--- src/hw/rtl/lfu_pkg.sv ---
// shared types and constants for the lfu cache with lru tie-break
package lfu_pkg;

    // number of slots and derived widths
    localparam int CAPACITY = 16;
    localparam int IDX_W    = (CAPACITY > 1) ? $clog2(CAPACITY) : 1;
    localparam int LIVE_W   = $clog2(CAPACITY + 1);
    localparam int CAP_W    = 5;
    localparam int CMP_W    = (LIVE_W > CAP_W) ? LIVE_W : CAP_W;
    localparam int DATA_W   = 32;
    localparam int COUNT_W  = 32;
    localparam int STAMP_W  = 64;

    // register reset value and fixed codes
    localparam logic [CAP_W-1:0]   CAP_RESET  = CAP_W'(16);
    localparam logic               OP_GET     = 1'b0;
    localparam logic               OP_PUT     = 1'b1;
    localparam logic [DATA_W-1:0]  MISS_VALUE = '1;
    localparam logic [COUNT_W-1:0] FIRST_USE  = COUNT_W'(1);

    // one request
    typedef struct packed {
        logic                     op;
        logic signed [DATA_W-1:0] key;
        logic signed [DATA_W-1:0] value;
    } lfu_req_t;

    // one result
    typedef struct packed {
        logic                     hit;
        logic signed [DATA_W-1:0] read_value;
        logic                     evicted;
        logic signed [DATA_W-1:0] evicted_key;
    } lfu_rsp_t;

    // slot compare outcome
    typedef struct packed {
        logic key_eq;
        logic beats_best;
    } lfu_cmp_t;

endpackage

--- src/hw/rtl/lfu_slot_cmp.sv ---
// shared compare unit: key match and lfu/lru victim ordering for one slot
module lfu_slot_cmp (
    input  logic [lfu_pkg::DATA_W-1:0]  slot_key,
    input  logic [lfu_pkg::DATA_W-1:0]  req_key,
    input  logic [lfu_pkg::COUNT_W-1:0] slot_count,
    input  logic [lfu_pkg::STAMP_W-1:0] slot_stamp,
    input  logic                        best_valid,
    input  logic [lfu_pkg::COUNT_W-1:0] best_count,
    input  logic [lfu_pkg::STAMP_W-1:0] best_stamp,
    output lfu_pkg::lfu_cmp_t           cmp
);
    import lfu_pkg::*;

    // raw bit pattern key match
    assign cmp.key_eq = (slot_key == req_key);

    // lower count wins, then older stamp
    assign cmp.beats_best = !best_valid
                         || (slot_count < best_count)
                         || ((slot_count == best_count) && (slot_stamp < best_stamp));

endmodule

--- src/hw/rtl/lfu_cache_with_lru_tiebreak.sv ---
// top level of the lfu cache with lru tie-break: sequencer, slot store and result register
//
//  channel   | ports                      | handshake
//  ----------+----------------------------+-------------------------------------
//  request   | start, busy, req           | taken when start high and busy low
//  result    | done, rsp                  | one-cycle strobe, cannot be held off
//  config    | cfg_we, cfg_wdata          | written when cfg_we high, no wait
//
//  each request runs through scan and update before the next possible accept; the
//  result strobe comes on the cycle busy drops
//  the request time is set by the one compare unit walking the 16 slots one per cycle
//  behind the registered slot read, followed by the write back step
//  reset clears valid bits, entry count and touch clock, and sets capacity to 16
//  the result side cannot stall; requests wait on busy
module lfu_cache_with_lru_tiebreak (
    input  logic                      clk,
    input  logic                      rst_n,
    input  logic                      start,
    output logic                      busy,
    input  lfu_pkg::lfu_req_t         req,
    output logic                      done,
    output lfu_pkg::lfu_rsp_t         rsp,
    input  logic                      cfg_we,
    input  logic [lfu_pkg::CAP_W-1:0] cfg_wdata
);
    import lfu_pkg::*;

    typedef enum logic [1:0] {
        ST_IDLE,
        ST_SCAN,
        ST_LAST,
        ST_UPDATE
    } state_t;

    // slot store, no reset
    logic [DATA_W-1:0]  slot_key_mem   [CAPACITY];
    logic [DATA_W-1:0]  slot_value_mem [CAPACITY];
    logic [COUNT_W-1:0] slot_count_mem [CAPACITY];
    logic [STAMP_W-1:0] slot_stamp_mem [CAPACITY];

    // registered slot read
    logic [DATA_W-1:0]  rd_key_reg;
    logic [DATA_W-1:0]  rd_value_reg;
    logic [COUNT_W-1:0] rd_count_reg;
    logic [STAMP_W-1:0] rd_stamp_reg;

    // control and scan state
    state_t             state_reg, state_next;
    logic [IDX_W-1:0]   idx_reg, idx_next;
    logic [IDX_W-1:0]   rd_idx_reg, rd_idx_next;
    logic               rd_on_reg, rd_on_next;
    logic               rd_valid_reg, rd_valid_next;
    lfu_req_t           req_reg, req_next;
    logic               found_reg, found_next;
    logic [IDX_W-1:0]   found_idx_reg, found_idx_next;
    logic [DATA_W-1:0]  found_value_reg, found_value_next;
    logic [COUNT_W-1:0] found_count_reg, found_count_next;
    logic               vict_reg, vict_next;
    logic [IDX_W-1:0]   vict_idx_reg, vict_idx_next;
    logic [DATA_W-1:0]  vict_key_reg, vict_key_next;
    logic [COUNT_W-1:0] best_count_reg, best_count_next;
    logic [STAMP_W-1:0] best_stamp_reg, best_stamp_next;
    logic               free_reg, free_next;
    logic [IDX_W-1:0]   free_idx_reg, free_idx_next;
    logic [LIVE_W-1:0]  live_reg, live_next;
    logic [STAMP_W-1:0] clock_reg, clock_next;
    logic [CAP_W-1:0]   cap_reg, cap_next;
    logic [CAPACITY-1:0] valid_reg, valid_next;
    lfu_rsp_t           rsp_reg, rsp_next;
    logic               done_reg, done_next;

    // store write port
    logic               wr_en;
    logic               wr_key_en;
    logic               wr_value_en;
    logic [IDX_W-1:0]   wr_idx;
    logic [DATA_W-1:0]  wr_key;
    logic [DATA_W-1:0]  wr_value;
    logic [COUNT_W-1:0] wr_count;
    logic [STAMP_W-1:0] wr_stamp;

    lfu_cmp_t           cmp;
    logic               full;

    // shared compare unit
    lfu_slot_cmp u_cmp (
        .slot_key   (rd_key_reg),
        .req_key    (req_reg.key),
        .slot_count (rd_count_reg),
        .slot_stamp (rd_stamp_reg),
        .best_valid (vict_reg),
        .best_count (best_count_reg),
        .best_stamp (best_stamp_reg),
        .cmp        (cmp)
    );

    // store full for this put: capacity reached or no free slot
    assign full = (CMP_W'(live_reg) >= CMP_W'(cap_reg)) || !free_reg;

    // sequencer and update decision
    always_comb
    begin
        state_next       = state_reg;
        idx_next         = idx_reg;
        rd_idx_next      = idx_reg;
        rd_on_next       = 1'b0;
        rd_valid_next    = valid_reg[idx_reg];
        req_next         = req_reg;
        found_next       = found_reg;
        found_idx_next   = found_idx_reg;
        found_value_next = found_value_reg;
        found_count_next = found_count_reg;
        vict_next        = vict_reg;
        vict_idx_next    = vict_idx_reg;
        vict_key_next    = vict_key_reg;
        best_count_next  = best_count_reg;
        best_stamp_next  = best_stamp_reg;
        free_next        = free_reg;
        free_idx_next    = free_idx_reg;
        live_next        = live_reg;
        clock_next       = clock_reg;
        cap_next         = cfg_we ? cfg_wdata : cap_reg;
        valid_next       = valid_reg;
        rsp_next         = rsp_reg;
        done_next        = 1'b0;
        wr_en            = 1'b0;
        wr_key_en        = 1'b0;
        wr_value_en      = 1'b0;
        wr_idx           = found_idx_reg;
        wr_key           = req_reg.key;
        wr_value         = req_reg.value;
        wr_count         = (found_count_reg == '1) ? found_count_reg
                                                   : found_count_reg + COUNT_W'(1);
        wr_stamp         = clock_reg;

        // compare stage on the slot read last cycle
        if (rd_on_reg)
        begin
            if (rd_valid_reg)
            begin
                if (!found_reg && cmp.key_eq)
                begin
                    found_next       = 1'b1;
                    found_idx_next   = rd_idx_reg;
                    found_value_next = rd_value_reg;
                    found_count_next = rd_count_reg;
                end
                if (cmp.beats_best)
                begin
                    vict_next       = 1'b1;
                    vict_idx_next   = rd_idx_reg;
                    vict_key_next   = rd_key_reg;
                    best_count_next = rd_count_reg;
                    best_stamp_next = rd_stamp_reg;
                end
            end
            else if (!free_reg)
            begin
                free_next     = 1'b1;
                free_idx_next = rd_idx_reg;
            end
        end

        case (state_reg)
            ST_IDLE:
            begin
                if (start)
                begin
                    req_next   = req;
                    idx_next   = '0;
                    found_next = 1'b0;
                    vict_next  = 1'b0;
                    free_next  = 1'b0;
                    state_next = ST_SCAN;
                end
            end
            ST_SCAN:
            begin
                rd_on_next = 1'b1;
                if (idx_reg == IDX_W'(CAPACITY - 1))
                begin
                    state_next = ST_LAST;
                end
                else
                begin
                    idx_next = idx_reg + IDX_W'(1);
                end
            end
            ST_LAST:
            begin
                state_next = ST_UPDATE;
            end
            ST_UPDATE:
            begin
                rsp_next   = '0;
                done_next  = 1'b1;
                state_next = ST_IDLE;
                if (req_reg.op == OP_GET)
                begin
                    if (found_reg)
                    begin
                        // get hit: bump count and stamp
                        rsp_next.hit        = 1'b1;
                        rsp_next.read_value = found_value_reg;
                        wr_en               = 1'b1;
                        clock_next          = clock_reg + STAMP_W'(1);
                    end
                    else
                    begin
                        rsp_next.read_value = MISS_VALUE;
                    end
                end
                else if (cap_reg != '0)
                begin
                    if (found_reg)
                    begin
                        // put hit: new value, bump count and stamp
                        rsp_next.hit = 1'b1;
                        wr_en        = 1'b1;
                        wr_value_en  = 1'b1;
                        clock_next   = clock_reg + STAMP_W'(1);
                    end
                    else if (!full || vict_reg)
                    begin
                        // put miss: fill a free slot or replace the victim
                        wr_en       = 1'b1;
                        wr_key_en   = 1'b1;
                        wr_value_en = 1'b1;
                        wr_count    = FIRST_USE;
                        clock_next  = clock_reg + STAMP_W'(1);
                        if (full)
                        begin
                            wr_idx               = vict_idx_reg;
                            rsp_next.evicted     = 1'b1;
                            rsp_next.evicted_key = vict_key_reg;
                        end
                        else
                        begin
                            wr_idx    = free_idx_reg;
                            live_next = live_reg + LIVE_W'(1);
                        end
                        valid_next[wr_idx] = 1'b1;
                    end
                end
            end
            default:
            begin
                state_next = ST_IDLE;
            end
        endcase
    end

    // state and registered outputs
    always_ff @(posedge clk or negedge rst_n)
    begin
        if (!rst_n)
        begin
            state_reg    <= ST_IDLE;
            idx_reg      <= '0;
            rd_on_reg    <= 1'b0;
            rd_valid_reg <= 1'b0;
            found_reg    <= 1'b0;
            vict_reg     <= 1'b0;
            free_reg     <= 1'b0;
            live_reg     <= '0;
            clock_reg    <= '0;
            cap_reg      <= CAP_RESET;
            valid_reg    <= '0;
            done_reg     <= 1'b0;
        end
        else
        begin
            state_reg    <= state_next;
            idx_reg      <= idx_next;
            rd_on_reg    <= rd_on_next;
            rd_valid_reg <= rd_valid_next;
            found_reg    <= found_next;
            vict_reg     <= vict_next;
            free_reg     <= free_next;
            live_reg     <= live_next;
            clock_reg    <= clock_next;
            cap_reg      <= cap_next;
            valid_reg    <= valid_next;
            done_reg     <= done_next;
        end
    end

    // payload registers, no reset
    always_ff @(posedge clk)
    begin
        rd_idx_reg      <= rd_idx_next;
        req_reg         <= req_next;
        found_idx_reg   <= found_idx_next;
        found_value_reg <= found_value_next;
        found_count_reg <= found_count_next;
        vict_idx_reg    <= vict_idx_next;
        vict_key_reg    <= vict_key_next;
        best_count_reg  <= best_count_next;
        best_stamp_reg  <= best_stamp_next;
        free_idx_reg    <= free_idx_next;
        rsp_reg         <= rsp_next;
    end

    // slot store: one write port, one registered read port
    always_ff @(posedge clk)
    begin
        if (wr_en)
        begin
            if (wr_key_en)
            begin
                slot_key_mem[wr_idx] <= wr_key;
            end
            if (wr_value_en)
            begin
                slot_value_mem[wr_idx] <= wr_value;
            end
            slot_count_mem[wr_idx] <= wr_count;
            slot_stamp_mem[wr_idx] <= wr_stamp;
        end
        rd_key_reg   <= slot_key_mem[idx_reg];
        rd_value_reg <= slot_value_mem[idx_reg];
        rd_count_reg <= slot_count_mem[idx_reg];
        rd_stamp_reg <= slot_stamp_mem[idx_reg];
    end

    assign busy = (state_reg != ST_IDLE);
    assign done = done_reg;
    assign rsp  = rsp_reg;

`ifndef SYNTH
    // entry count tracks the valid bits
    a_live_matches_valid: assert property (@(posedge clk) disable iff (!rst_n)
        $countones(valid_reg) == 32'(live_reg))
        else $error("entry count differs from valid bits");

    // a result only follows the update step
    a_done_after_update: assert property (@(posedge clk) disable iff (!rst_n)
        done |-> $past(state_reg == ST_UPDATE))
        else $error("result strobe without update");

    // an eviction is never a hit
    a_evict_not_hit: assert property (@(posedge clk) disable iff (!rst_n)
        (done && rsp.evicted) |-> !rsp.hit)
        else $error("eviction reported on a hit");

    // an accepted request starts the scan at slot zero
    a_accept_starts_scan: assert property (@(posedge clk) disable iff (!rst_n)
        (start && !busy) |=> (state_reg == ST_SCAN) && (idx_reg == '0))
        else $error("scan did not start at slot zero");
`endif

endmodule
--- config.mk ---
export PLATFORM = sky130hd
export DESIGN_NAME = lfu_cache_with_lru_tiebreak
export DESIGN_NICKNAME = d
export VERILOG_FILES = /design/src/hw/rtl/lfu_pkg.sv /design/src/hw/rtl/lfu_slot_cmp.sv /design/src/hw/rtl/lfu_cache_with_lru_tiebreak.sv
export SDC_FILE = /design/constraint.sdc
export NUM_CORES = 2
export LEC_CHECK = 0
export ABC_CLOCK_PERIOD_IN_PS = 13840
export BUFFER_PORTS_ARGS = -buffer_cell sky130_fd_sc_hd__buf_2
export CAP_MARGIN = 10
export CORE_UTILIZATION = 62
export CTS_BUF_LIST = sky130_fd_sc_hd__clkbuf_16
export CTS_CLUSTER_DIAMETER = 200
export DETAILED_ROUTE_END_ITERATION = 12
export PLACE_DENSITY = 0.75
export SLEW_MARGIN = 30
export SYNTH_ARGS = -nofsm -noshare
export SYNTH_HDL_FRONTEND = slang
export SYNTH_SLANG_ARGS = --single-unit
--- constraint.sdc ---
create_clock -name clk -period 13.84 [get_ports clk]
set_clock_uncertainty 0.05 [all_clocks]
set_input_delay 1.384 -clock clk [delete_from_list [all_inputs] [get_ports clk]]
set_output_delay 1.384 -clock clk [all_outputs]
set_load 0.05 [all_outputs]
# Word level (Yosys, flattened, before mapping)
# Memories as Yosys holds them, arrays and structs flattened. A register that Yosys moved wholly into a read port is not among the register bits.
# Index checks and enable logic that the tools add are counted.
[word_totals] reg_bits=441 mem_bits_rw=2560 output_inout_bits=68 wordCells=161 memories=4
[mem_list] name="slot_stamp_mem" depth=16 width=64 read_ports=1 rd_ports_with_merged_regs=1 write_ports=1 line="lfu_cache_with_lru_tiebreak.sv:39" source="logic [STAMP_W-1:0] slot_stamp_mem [CAPACITY];"
[mem_list] name="slot_count_mem" depth=16 width=32 read_ports=1 rd_ports_with_merged_regs=1 write_ports=1 line="lfu_cache_with_lru_tiebreak.sv:38" source="logic [COUNT_W-1:0] slot_count_mem [CAPACITY];"
[mem_list] name="slot_key_mem" depth=16 width=32 read_ports=1 rd_ports_with_merged_regs=1 write_ports=1 line="lfu_cache_with_lru_tiebreak.sv:36" source="logic [DATA_W-1:0] slot_key_mem [CAPACITY];"
[mem_list] name="slot_value_mem" depth=16 width=32 read_ports=1 rd_ports_with_merged_regs=1 write_ports=1 line="lfu_cache_with_lru_tiebreak.sv:37" source="logic [DATA_W-1:0] slot_value_mem [CAPACITY];"
[classes] add_sub_neg=4 order_cmp=6 eq_ne=12 muxes=72 bitwise_logic=8 n_reduce_logical=27
[op_table] cell="two-way mux 64 bit" count=5
[op_table] cell="two-way mux 32 bit" count=7
[op_table] cell="adder 64 x 1 -> 64 bit (second input constant)" count=1
[op_table] cell="== test 32 bit" count=2
[op_table] cell="< comparator 64 bit" count=1
[op_table] cell="two-way mux 4 bit" count=13
[op_table] cell="two-way mux 1 bit" count=40
[op_table] cell="two-way mux 33 bit" count=1
[op_table] cell="adder 32 x 1 -> 32 bit (second input constant)" count=1
[op_table] cell="== test 32 bit (second input constant)" count=1
[op_table] cell="< comparator 32 bit" count=1
[op_table] cell="bitwise OR 16 bit" count=1
[op_table] cell="AND reduction 3 bit" count=4
[op_table] cell="< comparator 4 x 5 -> 1 bit (second input constant)" count=2
[op_table] cell="case mux 2 bit (4 select lines)" count=1
[op_table] cell="case mux 4 bit (2 select lines)" count=1
[op_table] cell="NOT 1 bit" count=7
[op_table] cell="!= test 2 bit (second input constant)" count=3
[op_table] cell="AND reduction 6 bit" count=1
[op_table] cell="nonzero test 2 bit" count=3
[op_table] cell="adder 5 x 1 -> 5 bit (second input constant)" count=1
[op_table] cell=">= comparator 5 bit" count=1
[op_table] cell="AND reduction 5 bit" count=1
[op_table] cell="nonzero test 5 bit" count=1
[op_table] cell="other kinds (18)" count=29

# Depth between registers and ports, before layout
[logic_depth] depth_word=14 ltp_mapped=11

# By module
# A second synthesis with hierarchy kept.
[hier_totals] cells_unflattened=5183 hier_area_um2=118682.6
[by_module_without_submodules] module="lfu_cache_with_lru_tiebreak" n_inst=1 cells_per_inst=4811 area_each_um2=115939.9 seq_area_each_um2=92770.2
[by_module_without_submodules] module="lfu_slot_cmp" n_inst=1 cells_per_inst=372 area_each_um2=2742.6 seq_area_each_um2=0.0

# Least setup slack after synthesis
# No wires, ideal clock.
[synth_timing] path_type="reg-to-reg" from="register state_reg[0]" to="memory slot_count_mem[11][0], enable pin" t_arrival_ns=10.139 path_slack_ns=2.982 stages_incl_launch_ff=9 period_less_slack_ns=10.858 path_cell_list="dfrtp_1 > ha_1 > o2111ai_4 > a21oi_2 > clkbuf_8 > o221ai_2 > or2_2 > buf_2 > nor3_1"
[synth_via] elab_chain_len=4 elab_cells_between_ends=5 classes_between="eq/ne (1); mux (4)"
[synth_lines] item="from (decl)" line="lfu_cache_with_lru_tiebreak.sv:48" source="state_t state_reg, state_next;"
[synth_lines] item="from (signal assigned)" line="lfu_cache_with_lru_tiebreak.sv:273" source="state_reg <= state_next;"
[synth_lines] item="== test 2 bit (*)" line="lfu_cache_with_lru_tiebreak.sv:164" source="case (state_reg)"
[synth_lines] item="two-way mux 1 bit" line="lfu_cache_with_lru_tiebreak.sv:164"
[synth_lines] item="two-way mux 1 bit" line="lfu_cache_with_lru_tiebreak.sv:307" source="if (wr_en)"
[synth_lines] item="two-way mux 1 bit (implied by the code)" line="lfu_cache_with_lru_tiebreak.sv:317" source="slot_count_mem[wr_idx] <= wr_count;"
[synth_lines] item="to (decl)" line="lfu_cache_with_lru_tiebreak.sv:38"
# Mark *: on every way between the ends. The rest lies on a longest branch, timed or not.

# Final worst setup path
[layout_timing] from="register found_reg" to="memory slot_stamp_mem[4][25], enable pin"
[layout_via] elab_chain_len=6 elab_cells_between_ends=11 classes_between="mux (11)"
[layout_lines] item="from (decl)" line="lfu_cache_with_lru_tiebreak.sv:54" source="logic found_reg, found_next;"
[layout_lines] item="from (signal assigned)" line="lfu_cache_with_lru_tiebreak.sv:277" source="found_reg <= found_next;"
[layout_lines] item="two-way mux 1 bit" line="lfu_cache_with_lru_tiebreak.sv:215" source="if (found_reg)"
[layout_lines] item="two-way mux 1 bit" line="lfu_cache_with_lru_tiebreak.sv:213" source="else if (cap_reg != '0)"
[layout_lines] item="two-way mux 1 bit" line="lfu_cache_with_lru_tiebreak.sv:198" source="if (req_reg.op == OP_GET)"
[layout_lines] item="two-way mux 1 bit" line="lfu_cache_with_lru_tiebreak.sv:164"
[layout_lines] item="two-way mux 1 bit" line="lfu_cache_with_lru_tiebreak.sv:307"
[layout_lines] item="two-way mux 1 bit (implied by the code)" line="lfu_cache_with_lru_tiebreak.sv:318" source="slot_stamp_mem[wr_idx] <= wr_stamp;"
[layout_lines] item="to (decl)" line="lfu_cache_with_lru_tiebreak.sv:39"
# Several ways; a longest one is shown, not always the timed one.

==> results.yml <==
outcome:
  status: "complete, no violations"
finish:
  largest_reg_flops: 1024
  final_cell_mix: "2895 x edfxtp_1, 805 x mux4_2, 321 x clkbuf_16"
  nNetsFinal: 5720
  drive_above_1_share: 0.2770
  design_area_mm2: 0.1329
  nFillCells: 10750
  regMostFlops: "slot_stamp_mem"
  syn_to_final_growth_pct: 12.29
  final_cells: 8273
  final_common_cell: "edfxtp_1"
floorplanning:
  core_region_area_mm2: 0.1886
  row_count: 159
  dieArea_mm2: 0.1926
  fp.dieW_um: 438.9
  initial_core_util: 0.6274
  ios: 142
  die_y_um: 438.9
yosys:
  synth_top_family_by_area: "multiplexers"
  synth-adder-area-share: 0.01153
  synth_fp_nets: 5355
  ys_seq_area_frac: 0.7840
  syn-instance-count: 5172
  synth_area_per_cell_um2: 22.88
  synth_mux_area_frac: 0.1536
  synth_compound_area_frac: 0.01092
  synth_edf_count: 2895
  synth_seq_cells: 3161
  synthArstFlopShare: 0.03227
  ys_warn_count: 0
  yosys.area_share.simple: 0.01960
  synthFlopType: "edfxtp_1"
  yosysUniqueCellTypes: 78
  syn-cell-area_mm2: 0.1183
  synth_xor_area_frac: 0.009104
sta:
  hold_violations: 0
  setup-violations-final: 0
  tns_ns: 0
  fmax_ghz: 0.1881
  hold_slack_ns: 0.3544
  tightest_slew_ns: 1.041
  min_period_ns: 5.318
  drv_slew: 0
  rsz0062_at_grt: "false"
  relSlewSlack: 0.3037
  finalCritPeriodShare: 0.3842
  fin_ws_ns: 8.522
critical_path:
  cp_cell_sequence: "inv_2, o2111ai_4, a21oi_4, buf_4, o21a_1, nand3b_1, nor2_4, buf_4, buf_4"
  critPathSlowestCell: "buf_4"
  max_stage_delay_ns: 0.81
  cp.depth: 9
  path_max_fanout: 51
  crit_family: "buffers and inverters"
  startpoint_type: "register"
  ff2ff_path_depth: 9
  critical_path_class: "reg2reg"
  worst_ep_required_time_ns: 14.31
  path_buf_inv: 4
  end_kind: "register"
  arrival_ns: 5.79
  critPathMostFrequentCell: "buf_4"
routing:
  ant_nets: 0
  dr.pass1.iters: 5
  drtIter0Drc: 6153
  wl_per_cell_um: 30.57
  finalWirelength_um: 252900
  vias: 53990
  vias_per_cell: 6.526
  drcViolationCount: 0
placed_design:
  place_area_mm2: 0.1227
  placed_cells: 7709
  hpwl_um: 123900
  port_buffers: 141
  dp_slack_ns: 8.326
  place_congestion: 0.8025
global_routing:
  antenna_found_initial: 7
  track_usage: 0.2673
  first_global_vias: 55870
  grt_overflow_total: 0
  grt_pass1_wl_um: 371000
  grt_max_degree: 158
clock_tree:
  cts_max_level: 5
  cts.sinks: 3161
  cts_max_path_buffers: 4
  cts_resized: 0
  cts_root_buf: "clkbuf_16"
  post_cts_buffers: 0
  cts_buffers: 316
  hold_buffers: 0
  cts_tree: "yes"
  path_clk_slew_ns: 0.07
  clock_latency_ns: 0.93
pwr:
  ir_worst_vdd_uv: 127.4
  power.density_mw_per_mm2: 175.7
  power_leakage_uw: 0.04442
flow_run:
  drv_cap: 0
worst_hold_path:
  hold_depth: 0
  hold_class: "reg2reg"
-- per-layer routing --
metal | track usage | wire [um]
met5 | 0 | 13
met4 | 0.09312 | 8392
met3 | 0.04288 | 18940
met2 | 0.4355 | 127400
met1 | 0.3739 | 98190
-- final timing paths --
| path | startpoint | to | slack [ns] |
|---|---|---|---|
| worst max-delay path | found_reg$_DFF_PN0_ | slot_stamp_mem[4][25]$_DFFE_PP_ | 8.52 |
| worst min-delay path | rd_value_reg[13]$_DFF_P_ | found_value_reg[13]$_DFFE_PP_ | 0.35 |
| worst max register to register | found_reg$_DFF_PN0_ | slot_stamp_mem[4][25]$_DFFE_PP_ | 8.52 |
| worst min register to register | rd_value_reg[13]$_DFF_P_ | found_value_reg[13]$_DFFE_PP_ | 0.35 |
| max in group asynchronous | rst_n | idx_reg[2]$_DFFE_PN0P_ | 11.99 |
| min in group asynchronous | rst_n | clock_reg[6]$_DFFE_PN0P_ | 0.40 |
-- cell families after synthesis --
| family | Yosys count |
|---|---|
| adders and majority gates | 109 |
| muxes | 809 |
| DFF | 3161 |
| AOI/OAI and AO/OA | 185 |
| buffers and inverters | 340 |
| xor gates and xnor gates | 123 |
| and+or+nand+nor | 445 |
-- cells in the mapped netlist, types with 3 or more instances --
cell type | instances | area share
edfxtp_1 | 2895 | 0.73
mux4_2 | 805 | 0.15
dfxtp_1 | 164 | 0.028
clkbuf_1 | 130 | 0.0041
inv_1 | 128 | 0.0041
ha_1 | 109 | 0.012
nor2_1 | 106 | 0.0034
dfrtp_1 | 101 | 0.021
nand2_1 | 78 | 0.0025
xor2_1 | 68 | 0.0050
buf_1 | 65 | 0.0021
nand3_1 | 56 | 0.0024
xnor2_1 | 55 | 0.0041
a21oi_1 | 53 | 0.0022
nand4_1 | 45 | 0.0024
nor3_1 | 39 | 0.0016
and2_1 | 38 | 0.0020
o21a_1 | 33 | 0.0021
o21ai_0 | 23 | 0.00097
nor4_1 | 16 | 0.00085
a21o_1 | 15 | 0.00095
o21bai_1 | 14 | 0.00089
and3_1 | 11 | 0.00058
buf_2 | 10 | 0.00042
and4_1 | 7 | 0.00052
a2111oi_0 | 5 | 0.00037
a211oi_1 | 4 | 0.00025
and3_2 | 4 | 0.00025
nand2b_1 | 4 | 0.00021
nand3b_1 | 4 | 0.00025
nor3_2 | 4 | 0.00034
o21ai_2 | 4 | 0.00030
or2_2 | 4 | 0.00021
or3_1 | 4 | 0.00021
or4_1 | 4 | 0.00025
buf_6 | 3 | 0.00029
nor2b_1 | 3 | 0.00016
o31ai_1 | 3 | 0.00019
or4_4 | 3 | 0.00029
-- worst register-to-register path: stages, from the launching register on --
cell	delay (ns)
dfrtp_1	0.53
inv_2	0.70
o2111ai_4	0.35
a21oi_4	0.33
buf_4	0.51
o21a_1	0.26
nand3b_1	0.35
nor2_4	0.18
buf_4	0.79
buf_4	0.82
-- where the power goes --
| part | internal (uW) | total, uW | switching (uW) |
|---|---|---|---|
| clock | 4810 | 8250 | 3440 |
| combinational | 1660 | 3520 | 1860 |
| sequential | 11100 | 11600 | 470 |
-- per-stage QoR --
step	power (uW)	utilization
floorplan	14290	-
global placement	15180	0.6504
detailed placement	15270	0.6508
CTS	23490	0.7035
global route	24080	0.7045
finish	23340	0.7045
-- area by class of cell --
cell class                 instances  area, um^2  area share
inverter                         130       490.5    0.003691
multi-input combinational       1671       24670      0.1857
clock buffer                     321        8033     0.06045
clock inverter                   236        1918     0.01444
timing repair buffer             257        1847     0.01390
sequential                      3161       92790      0.6983
antenna                            2       5.005  0.00003767
tap                             2495        3122     0.02349
No activity file was read; power rests on OpenSTA's default activity.
